--- src/rtl/modexp_pkg.sv ---
// Shared constants and types for the modular exponentiation block.
package modexp_pkg;

   localparam int BASE_W            = 32;
   localparam int EXP_IN_W          = 32;
   localparam int RES_W             = 30;
   localparam int PROD_W            = 60;
   localparam int DEFAULT_EXP_WIDTH = 32;

   localparam logic [RES_W-1:0] PRIME_MOD   = 30'd1000000007;
   localparam logic [31:0]      PRIME_X1    = 32'd1000000007;
   localparam logic [31:0]      PRIME_X2    = 32'd2000000014;
   localparam logic [30:0]      BARRETT_MU  = 31'd1152921496;
   localparam logic [RES_W-1:0] RES_ONE     = 30'd1;

   typedef enum logic {
      DEST_BASE = 1'b0,
      DEST_ACC  = 1'b1
   } dest_type;

   typedef struct packed {
      logic                valid;
      dest_type            dest;
      logic [BASE_W-1:0]   a;
      logic [RES_W-1:0]    b;
   } mm_op_type;

   typedef struct packed {
      logic                valid;
      dest_type            dest;
      logic [RES_W-1:0]    value;
   } mm_res_type;

endpackage

--- src/rtl/modexp_mulmod.sv ---
// Pipelined modular multiplier with Barrett reduction by the fixed prime.
module modexp_mulmod
   import modexp_pkg::*;
(
   input  logic       clock,
   input  logic       reset,
   input  mm_op_type  op,
   output mm_res_type res
);

   logic [61:0]        prod_full;
   logic [61:0]        quot_full;
   logic [60:0]        qp_full;
   logic [31:0]        r0;
   logic [31:0]        r1;
   logic [31:0]        r2;
   logic [31:0]        rsel;

   logic               v1_ff, v2_ff, v3_ff, v4_ff;
   dest_type           d1_ff, d2_ff, d3_ff, d4_ff;
   logic [PROD_W-1:0]  x1_ff, x1_in;
   logic [30:0]        q2_ff, q2_in;
   logic [31:0]        xlo2_ff, xlo3_ff;
   logic [31:0]        qp3_ff, qp3_in;
   logic [RES_W-1:0]   res4_ff, res4_in;

   assign prod_full = 62'(op.a) * 62'(op.b);
   assign x1_in     = prod_full[PROD_W-1:0];

   assign quot_full = 62'(x1_ff[59:29]) * 62'(BARRETT_MU);
   assign q2_in     = quot_full[61:31];

   assign qp_full   = 61'(q2_ff) * 61'(PRIME_MOD);
   assign qp3_in    = qp_full[31:0];

   always_comb begin
      r0 = xlo3_ff - qp3_ff;
      r1 = r0 - PRIME_X1;
      r2 = r0 - PRIME_X2;
      priority if (r0 >= PRIME_X2) begin
         rsel = r2;
      end else if (r0 >= PRIME_X1) begin
         rsel = r1;
      end else begin
         rsel = r0;
      end
      res4_in = rsel[RES_W-1:0];
   end

   always_ff @(posedge clock) begin
      if (reset) begin
         v1_ff <= 1'b0;
         v2_ff <= 1'b0;
         v3_ff <= 1'b0;
         v4_ff <= 1'b0;
      end else begin
         v1_ff <= op.valid;
         v2_ff <= v1_ff;
         v3_ff <= v2_ff;
         v4_ff <= v3_ff;
      end
   end

   always_ff @(posedge clock) begin
      d1_ff   <= op.dest;
      x1_ff   <= x1_in;
      d2_ff   <= d1_ff;
      q2_ff   <= q2_in;
      xlo2_ff <= x1_ff[31:0];
      d3_ff   <= d2_ff;
      qp3_ff  <= qp3_in;
      xlo3_ff <= xlo2_ff;
      d4_ff   <= d3_ff;
      res4_ff <= res4_in;
   end

   assign res.valid = v4_ff;
   assign res.dest  = d4_ff;
   assign res.value = res4_ff;

`ifndef NO_ASSERTIONS
   a_latency: assert property (@(posedge clock) disable iff (reset)
      op.valid |-> ##4 res.valid)
      else $error("Multiplier result did not appear four cycles after issue.");

   a_reduced: assert property (@(posedge clock) disable iff (reset)
      res.valid |-> (res.value < PRIME_MOD))
      else $error("Multiplier result is not fully reduced.");

   a_dest_kept: assert property (@(posedge clock) disable iff (reset)
      op.valid |-> ##4 (res.dest == $past(op.dest, 4)))
      else $error("Multiplier result lost its destination.");
`endif

endmodule

--- src/rtl/modexp_ctrl.sv ---
// Sequencer that scans the exponent and issues squares and multiplies to the shared unit.
module modexp_ctrl
   import modexp_pkg::*;
#(
   parameter int EXP_WIDTH = DEFAULT_EXP_WIDTH
)
(
   input  logic                 clock,
   input  logic                 reset,
   input  logic                 req_valid,
   output logic                 req_stall,
   input  logic [BASE_W-1:0]    req_base_value,
   input  logic [EXP_IN_W-1:0]  req_exponent,
   input  logic                 out_free,
   output logic                 done_valid,
   output logic [RES_W-1:0]     done_value,
   output mm_op_type            op,
   input  mm_res_type           res
);

   typedef enum logic [2:0] {
      ST_IDLE,
      ST_MUL,
      ST_SQR,
      ST_WAIT,
      ST_DONE
   } state_type;

   state_type              state_ff, state_in;
   logic [RES_W-1:0]       acc_ff, acc_in;
   logic [RES_W-1:0]       b_ff, b_in;
   logic [EXP_WIDTH-1:0]   exp_ff, exp_in;
   logic [1:0]             pend_ff, pend_in;
   mm_op_type              op_ff, op_in;
   logic [63:0]            exp_wide;

   assign exp_wide = {32'd0, req_exponent};

   always_comb begin
      state_in = state_ff;
      acc_in   = acc_ff;
      b_in     = b_ff;
      exp_in   = exp_ff;
      op_in    = op_ff;
      op_in.valid = 1'b0;

      if (res.valid) begin
         if (res.dest == DEST_ACC) begin
            acc_in = res.value;
         end else begin
            b_in = res.value;
         end
      end

      unique case (state_ff)
         ST_IDLE: begin
            if (req_valid) begin
               op_in.valid = 1'b1;
               op_in.dest  = DEST_BASE;
               op_in.a     = req_base_value;
               op_in.b     = RES_ONE;
               acc_in      = RES_ONE;
               exp_in      = exp_wide[EXP_WIDTH-1:0];
               state_in    = ST_WAIT;
            end
         end
         ST_MUL: begin
            if (exp_ff[0]) begin
               op_in.valid = 1'b1;
               op_in.dest  = DEST_ACC;
               op_in.a     = {2'b00, acc_ff};
               op_in.b     = b_ff;
            end
            state_in = ST_SQR;
         end
         ST_SQR: begin
            if ((exp_ff >> 1) != '0) begin
               op_in.valid = 1'b1;
               op_in.dest  = DEST_BASE;
               op_in.a     = {2'b00, b_ff};
               op_in.b     = b_ff;
            end
            exp_in   = exp_ff >> 1;
            state_in = ST_WAIT;
         end
         ST_WAIT: begin
            if (pend_ff == 2'(res.valid)) begin
               if (exp_ff == '0) begin
                  state_in = ST_DONE;
               end else begin
                  state_in = ST_MUL;
               end
            end
         end
         ST_DONE: begin
            if (out_free) begin
               state_in = ST_IDLE;
            end
         end
         default: begin
            state_in = ST_IDLE;
         end
      endcase

      pend_in = pend_ff + 2'(op_in.valid) - 2'(res.valid);
   end

   always_ff @(posedge clock) begin
      if (reset) begin
         state_ff    <= ST_IDLE;
         pend_ff     <= 2'd0;
         op_ff.valid <= 1'b0;
      end else begin
         state_ff    <= state_in;
         pend_ff     <= pend_in;
         op_ff.valid <= op_in.valid;
      end
      acc_ff     <= acc_in;
      b_ff       <= b_in;
      exp_ff     <= exp_in;
      op_ff.dest <= op_in.dest;
      op_ff.a    <= op_in.a;
      op_ff.b    <= op_in.b;
   end

   assign req_stall  = (state_ff != ST_IDLE);
   assign done_valid = (state_ff == ST_DONE);
   assign done_value = acc_ff;
   assign op         = op_ff;

`ifndef NO_ASSERTIONS
   a_pend_bound: assert property (@(posedge clock) disable iff (reset)
      pend_ff <= 2'd2)
      else $error("More than two products outstanding.");

   a_no_stray_result: assert property (@(posedge clock) disable iff (reset)
      res.valid |-> (pend_ff != 2'd0))
      else $error("Product returned with nothing outstanding.");

   a_done_quiet: assert property (@(posedge clock) disable iff (reset)
      (state_ff == ST_DONE) |-> (pend_ff == 2'd0 && !res.valid && !op_ff.valid))
      else $error("Result offered while products are still in flight.");

   a_issue_state: assert property (@(posedge clock) disable iff (reset)
      op_ff.valid |-> ($past(state_ff) != ST_WAIT && $past(state_ff) != ST_DONE))
      else $error("Product issued from a waiting state.");
`endif

endmodule

--- src/rtl/modular_exponentiation_top.sv ---
// A new item is accepted only in the idle state, after the previous result has entered the result
// register; each exponent bit waits for the four-stage shared modular multiplier, whose square
// must return before the next bit.
// Reset is synchronous and active high; it empties the sequencer, multiplier and result register.
module modular_exponentiation_top
   import modexp_pkg::*;
#(
   parameter int EXP_WIDTH = DEFAULT_EXP_WIDTH
)
(
   input  logic                 clock,
   input  logic                 reset,
   input  logic                 req_valid,
   output logic                 req_stall,
   input  logic [BASE_W-1:0]    req_base_value,
   input  logic [EXP_IN_W-1:0]  req_exponent,
   output logic                 rsp_valid,
   input  logic                 rsp_stall,
   output logic [RES_W-1:0]     rsp_residue
);

   mm_op_type          op;
   mm_res_type         res;
   logic               out_free;
   logic               done_valid;
   logic [RES_W-1:0]   done_value;
   logic               rsp_valid_ff, rsp_valid_in;
   logic [RES_W-1:0]   rsp_residue_ff, rsp_residue_in;

   modexp_ctrl #(
      .EXP_WIDTH (EXP_WIDTH)
   ) u_ctrl (
      .clock          (clock),
      .reset          (reset),
      .req_valid      (req_valid),
      .req_stall      (req_stall),
      .req_base_value (req_base_value),
      .req_exponent   (req_exponent),
      .out_free       (out_free),
      .done_valid     (done_valid),
      .done_value     (done_value),
      .op             (op),
      .res            (res)
   );

   modexp_mulmod u_mulmod (
      .clock (clock),
      .reset (reset),
      .op    (op),
      .res   (res)
   );

   assign out_free = !rsp_valid_ff || !rsp_stall;

   always_comb begin
      rsp_valid_in   = rsp_valid_ff;
      rsp_residue_in = rsp_residue_ff;
      if (done_valid && out_free) begin
         rsp_valid_in   = 1'b1;
         rsp_residue_in = done_value;
      end else if (!rsp_stall) begin
         rsp_valid_in = 1'b0;
      end
   end

   always_ff @(posedge clock) begin
      if (reset) begin
         rsp_valid_ff <= 1'b0;
      end else begin
         rsp_valid_ff <= rsp_valid_in;
      end
      rsp_residue_ff <= rsp_residue_in;
   end

   assign rsp_valid   = rsp_valid_ff;
   assign rsp_residue = rsp_residue_ff;

endmodule
--- config.mk ---
export PLATFORM = sky130hd
export DESIGN_NAME = modular_exponentiation_top
export DESIGN_NICKNAME = d
export VERILOG_FILES = /design/src/rtl/modexp_pkg.sv /design/src/rtl/modexp_mulmod.sv /design/src/rtl/modexp_ctrl.sv /design/src/rtl/modular_exponentiation_top.sv
export SDC_FILE = /design/constraint.sdc
export NUM_CORES = 2
export LEC_CHECK = 0
export BUFFER_PORTS_ARGS = -buffer_cell sky130_fd_sc_hd__buf_2
export CAP_MARGIN = 20
export CORE_MARGIN = 3
export CORE_UTILIZATION = 41
export DETAILED_ROUTE_END_ITERATION = 8
export PLACE_DENSITY = 0.7
export SKIP_LAST_GASP = 1
export SLEW_MARGIN = 20
export SYNTH_ARGS = -nofsm -noshare
export SYNTH_HDL_FRONTEND = slang
export SYNTH_HIERARCHICAL = 1
export SYNTH_SLANG_ARGS = --single-unit
export TNS_END_PERCENT = 30
--- constraint.sdc ---
create_clock -name clock -period 7.49 [get_ports clock]
set_input_delay 1.1235 -clock clock [delete_from_list [all_inputs] [get_ports clock]]
set_output_delay 1.1235 -clock clock [all_outputs]
set_load 0.05 [all_outputs]
# After elaboration in Yosys (flattened, before gate mapping)
# Cells that the tools add are included.
[word_totals]
latch_bits = 0
ramBits = 0
input_bits = 68
ff_bits = 417
wordCells = 80
memories = 0
romBits = 0
out_inout_bits = 32
[classes]
n_bitwise = 1
reduce_logical = 14
multipliers = 3
n_addsub = 5
n_mux = 19
n_lt_le_gt_ge = 2
n_eq_ne = 11
div = 0
n_shift = 0
[op_table]
columns = ["op", "count"]
rows = [
  ["two-way mux 64 bit", 3],
  ["case mux 64 bit (3 select lines)", 1],
  ["two-way mux 30 bit", 6],
  ["case mux 32 bit (2 select lines)", 1],
  ["multiplier 32 x 30 -> 60 bit", 1],
  ["subtractor 30 bit (second input constant)", 2],
  ["multiplier 31 x 28 -> 59 bit (second input constant)", 1],
  ["greater-or-equal comparator 32 x 30 -> 1 bit (second input constant)", 1],
  ["greater-or-equal comparator 32 x 31 -> 1 bit (second input constant)", 1],
  ["logical NOT 32 bit", 1],
  ["multiplier 31 x 30 -> 32 bit (second input constant)", 1],
  ["two-way mux 32 bit", 1],
  ["nonzero test 32 bit", 1],
  ["subtractor 32 bit", 1],
  ["case mux 3 bit (5 select lines)", 1],
  ["two-way mux 3 bit", 4],
  ["inequality test 2 x 1 -> 1 bit (second input constant)", 4],
  ["== test 3 x 2 -> 1 bit (second input constant)", 2],
  ["nonzero test 3 bit", 2],
  ["inequality test 2 bit (second input constant)", 2],
  ["AND reduction 2 bit", 2],
  ["AND reduction 4 bit", 1],
  ["== test 3 x 1 -> 1 bit (second input constant)", 1],
  ["== test 3 bit (second input constant)", 1],
  ["other kinds (11)", 13],
]

# Longest topological paths before layout
[depth]
ltp_word = 5
ltp_mapped = 32
depth_no_buf = 31

# Modules after synthesis
# The synthesis kept the hierarchy.
[modules_own_cells]
columns = ["module", "seq_area_each_um2", "cells_each", "instances", "area_each_um2"]
rows = [
  ["modexp_mulmod", 4504.3, 6087, 1, 58608.7],
  ["modexp_ctrl", 4474.3, 487, 1, 6426.2],
  ["modular_exponentiation_top", 920.9, 35, 1, 939.7],
]

# Least setup slack after synthesis
# OpenSTA, ideal clock, no wires.
[synth_path]
kind = "reg2reg"
from = "reg u_ctrl.op_ff (netlist bit u_ctrl/op[6])"
to = "reg u_mulmod.x1_ff[59]"
synth_period_minus_slack_ps = 7496
path_buffers = 1
slack_ps = -6
arrival_ps = 7424
t_required_ps = 7418
path_stages_with_launch = 29
cell_sequence = "edfxtp_1 > clkbuf_1 > and2_1 > fa_1 > fa_1 > inv_1 > fa_1 > fa_1 > fa_1 > inv_1 > fa_1 > fa_1 > inv_1 > fa_1 > inv_1 > ha_1 > a21o_1 > a21o_1 > a221o_1 > nand3_1 > nand3_1 > and3b_1 > o2111ai_1 > a21oi_1 > a31oi_1 > o21ai_0 > a21o_1 > a21oi_1 > xnor2_1"
[synth_between]
elab_chain_cells = 1
[synth_rtl]
columns = ["item", "line", "source"]
rows = [
  ["start, declared", "modexp_ctrl.sv:34", "mm_op_type op_ff, op_in;"],
  ["multiplier 32 x 30 -> 60 bit", "modexp_mulmod.sv:27", "assign prod_full = 62'(op.a) * 62'(op.b);"],
  ["named net u_mulmod.prod_full[59]", "modexp_mulmod.sv:11", "logic [61:0] prod_full;"],
  ["end signal, assigned", "modexp_mulmod.sv:66", "x1_ff <= x1_in;"],
  ["end, declared", "modexp_mulmod.sv:21", "logic [PROD_W-1:0] x1_ff, x1_in;"],
]
# The timed path passes the listed nets, and every way through them passes these cells.
# A chain may end at the register's enable or synchronous reset.

# Worst setup path in the final report
[layout_path]
from = "reg u_ctrl.op_ff (netlist bit u_ctrl/op[5])"
to = "reg u_mulmod.x1_ff[56]"
# The elaborated chain is that of the path after synthesis.

==> results.json <==
{
  "status": "finished with violations",
  "violations": "negative setup slack",
  "globalplace.congestion": 0.941,
  "finalHoldViolations": 0,
  "die_w_um": 407,
  "final_area_um2": 74200,
  "cts_hold_buf": 0,
  "startpoint": "u_ctrl/op[5]",
  "synth_nets": 8741,
  "htreeDepth": 2,
  "via_per_inst": 5.04,
  "synth.most_common_cell": "inv_1",
  "register_area_um2": 9900,
  "drtAntennaViolNets": 0,
  "r2r_slack_ns": -0.27,
  "rsz0062_at_grt": "true",
  "slew_headroom_pct": 26.8,
  "dp_worst_setup_slack_ns": -0.619,
  "syn-cell-area_um2": 66000,
  "grt_max_degree": 45,
  "grt_usage_pct": 21.8,
  "placed_cell_area_um2": 71200,
  "worstPathMaxFanout": 9,
  "setup_slack_ns": -0.273,
  "multi_input_area_um2": 49600,
  "critPathKind": "flip-flop to flip-flop",
  "syn_area_per_cell_um2": 9.98,
  "fin_crit_ns": 7.76,
  "cp_slowest_cell": "fa_1",
  "wire_per_inst_um": 19.4,
  "synth.area.top_cells": "fa_1, ha_1, inv_1",
  "final.setup_skew_ns": 0.0544,
  "final_util_pct": 46.6,
  "core_um2": 159000,
  "cts_root_buffer": "clkbuf_16",
  "synth_top_area_cell": "fa_1",
  "clkTransAtPathRegs_ns": 0.08,
  "ys_types": 97,
  "hpwlAfterDp_mm": 148,
  "worst_ep_arrival_time_ns": 8.32,
  "firstDrtPassIters": 6,
  "synth_flop_cell": "dfxtp_1",
  "port_buffers": 99,
  "drv_slew": 0,
  "ys_seq_elements": 417,
  "end_kind": "flip-flop",
  "clockBufferDepth": 3,
  "first_iter_violations": 2970,
  "maxCapViolCount": 0,
  "required_ns": 8.05,
  "fin_nets": 9067,
  "synth_top_area_share_pct": 38.8,
  "max_freq_mhz": 129,
  "worstSetupEndpoint": "u_mulmod/x1_ff[56]",
  "r2r_cells": 28,
  "cts_made_buffers": 52,
  "slowest_delay_ns": 0.54,
  "cp-start-kind": "flip-flop",
  "async_flop_share_pct": 0,
  "yosys_warnings": 6,
  "setup_viol": 19,
  "r2r-start": "u_ctrl/op[5]",
  "cts.sinks": 417,
  "rr_endpoint": "u_mulmod/x1_ff[56]",
  "cpMostUsedCell": "fa_1",
  "totalWireLength_mm": 177,
  "syn_inst": 6609,
  "tns_ns": -2.87,
  "overflow": 0,
  "drc": 0,
  "row_count": 146,
  "first_global_vias": 50800,
  "antenna_found_initial": 1,
  "synthTopCellsByCount": "inv_1, fa_1, ha_1",
  "insertion_delay_ns": 0.68,
  "initial_core_util_pct": 41.5,
  "nFillCells": 14800,
  "dieArea_um2": 166000,
  "worst_pin_slew_ns": 1.07,
  "grt_pass1_wl_mm": 284,
  "via_count": 46000,
  "synth_edf_count": 155,
  "yosysSeqAreaShare_pct": 15.0,
  "ios": 100,
  "area_growth_syn_to_layout_pct": 12.5,
  "cts_tree": "built",
  "hp-class": "flip-flop to flip-flop",
  "die_h_um": 407,
  "final_layout_size_suffix_gt1_share_pct": 11.4,
  "period_share_pct": 104
}
layout by cell type (no fill, tap or decap), drive strengths merged, types with 6 or more instances in the layout:
cell,count
inv,1588
fa,1279
ha,785
and2,581
nand2,541
buf,515
dfxtp,262
a21oi,216
edfxtp,155
xnor2,131
o21ai,122
nor2,97
a21o,92
clkbuf,71
xor2,66
nand3,42
mux2,33
a22oi,33
nor2b,29
nor3,28
nand4,25
nand2b,24
o21a,24
and3,23
o21bai,20
a31oi,18
nor4,16
or2,11
o31ai,11
a211oi,11
clkinv,10
diode,9
o211ai,9
a211o,8
bufinv,7
nor3b,7
nand3b,7
a31o,6
o311ai,6
a21boi,6
flip-flops by register name, indices dropped and copies added (netlist names), 2 cells and up:
name	flops
rsp_residue	30
u_ctrl/b_ff	30
u_ctrl/done_value	30
u_ctrl/exp_ff	32
u_ctrl/op	64
u_ctrl/pend_ff	2
u_ctrl/state_ff	3
u_mulmod/q2_ff	31
u_mulmod/qp3_ff	32
u_mulmod/res4_ff	30
u_mulmod/x1_ff	60
u_mulmod/xlo2_ff	32
u_mulmod/xlo3_ff	32
worst min path at each step:
| stage | start | end | slack, ns | cells past startpoint |
|---|---|---|---|---|
| after floorplan | u_mulmod/d1_ff | u_mulmod/d2_ff | 0.31 | 0 |
| after global placement | u_mulmod/x1_ff[6] | u_mulmod/xlo2_ff[6] | 0.31 | 0 |
| after detailed placement | u_mulmod/xlo2_ff[29] | u_mulmod/xlo3_ff[29] | 0.31 | 0 |
| after CTS | u_mulmod/xlo2_ff[28] | u_mulmod/xlo3_ff[28] | 0.32 | 0 |
| after global routing | u_mulmod/d1_ff | u_mulmod/d2_ff | 0.33 | 0 |
| final | u_mulmod/xlo2_ff[28] | u_mulmod/xlo3_ff[28] | 0.32 | 0 |
critical path: cells and delay by family (launching register included):
family / cells / cell delay, ns
adders and majority gates: 9 / 3.85
AOI/OAI and AO/OA: 11 / 2.31
buffers and inverters: 6 / 0.71
DFF: 1 / 0.50
and+or+nand+nor: 1 / 0.15
xor gates and xnor gates: 1 / 0.12
timing repair:
action                     in CTS  in global routing
pin swaps                      57                 70
setup endpoints to repair      20                 34
gates resized for setup        65                 80
gates cloned                    3                  2
buffers inserted               29                 15
layout make-up:
| cell class | instances | area share [%] |
|---|---|---|
| multi-input cells | 4369 | 66.8 |
| flip-flops and latches | 417 | 13.3 |
| inverters | 1578 | 7.98 |
| repair buffers | 517 | 5.59 |
| well taps | 2146 | 3.62 |
| clock buffers | 69 | 1.98 |
| clock inverters | 29 | 0.617 |
| diodes | 9 | 0.0304 |
through the flow:
step,hold WS (ns),std cells
5_1_grt,0.325,9125
3_5_place_dp,0.312,8981
3_3_place_gp,0.310,8981
6_report,0.321,9134
4_1_cts,0.323,9111
2_1_floorplan,0.310,6609
logic make-up (layout without fill, tap and decap cells):
logic type	count (synthesis)	in the layout	synth area share, %
AOI/OAI and AO/OA	626	626	6.19
xor gates and xnor gates	197	197	2.64
adders and majority gates	2064	2064	53.7
buffers and inverters	1823	2193	10.6
DFF	417	417	15.0
muxes	34	34	0.578
other	0	9	0
and+or+nand+nor	1448	1448	11.3
metal layers:
metal	track usage, %	up-vias	share of wire, %
met3	4.76	315	7.3
li1	-	20800	-
met5	0	-	0
met4	7.18	0	3.7
met1	28.5	23600	42
met2	36.1	1328	47
Power is left out: the tool's default activity adds up to more than one toggle a clock period on the data nets, which glitch-free logic cannot reach.
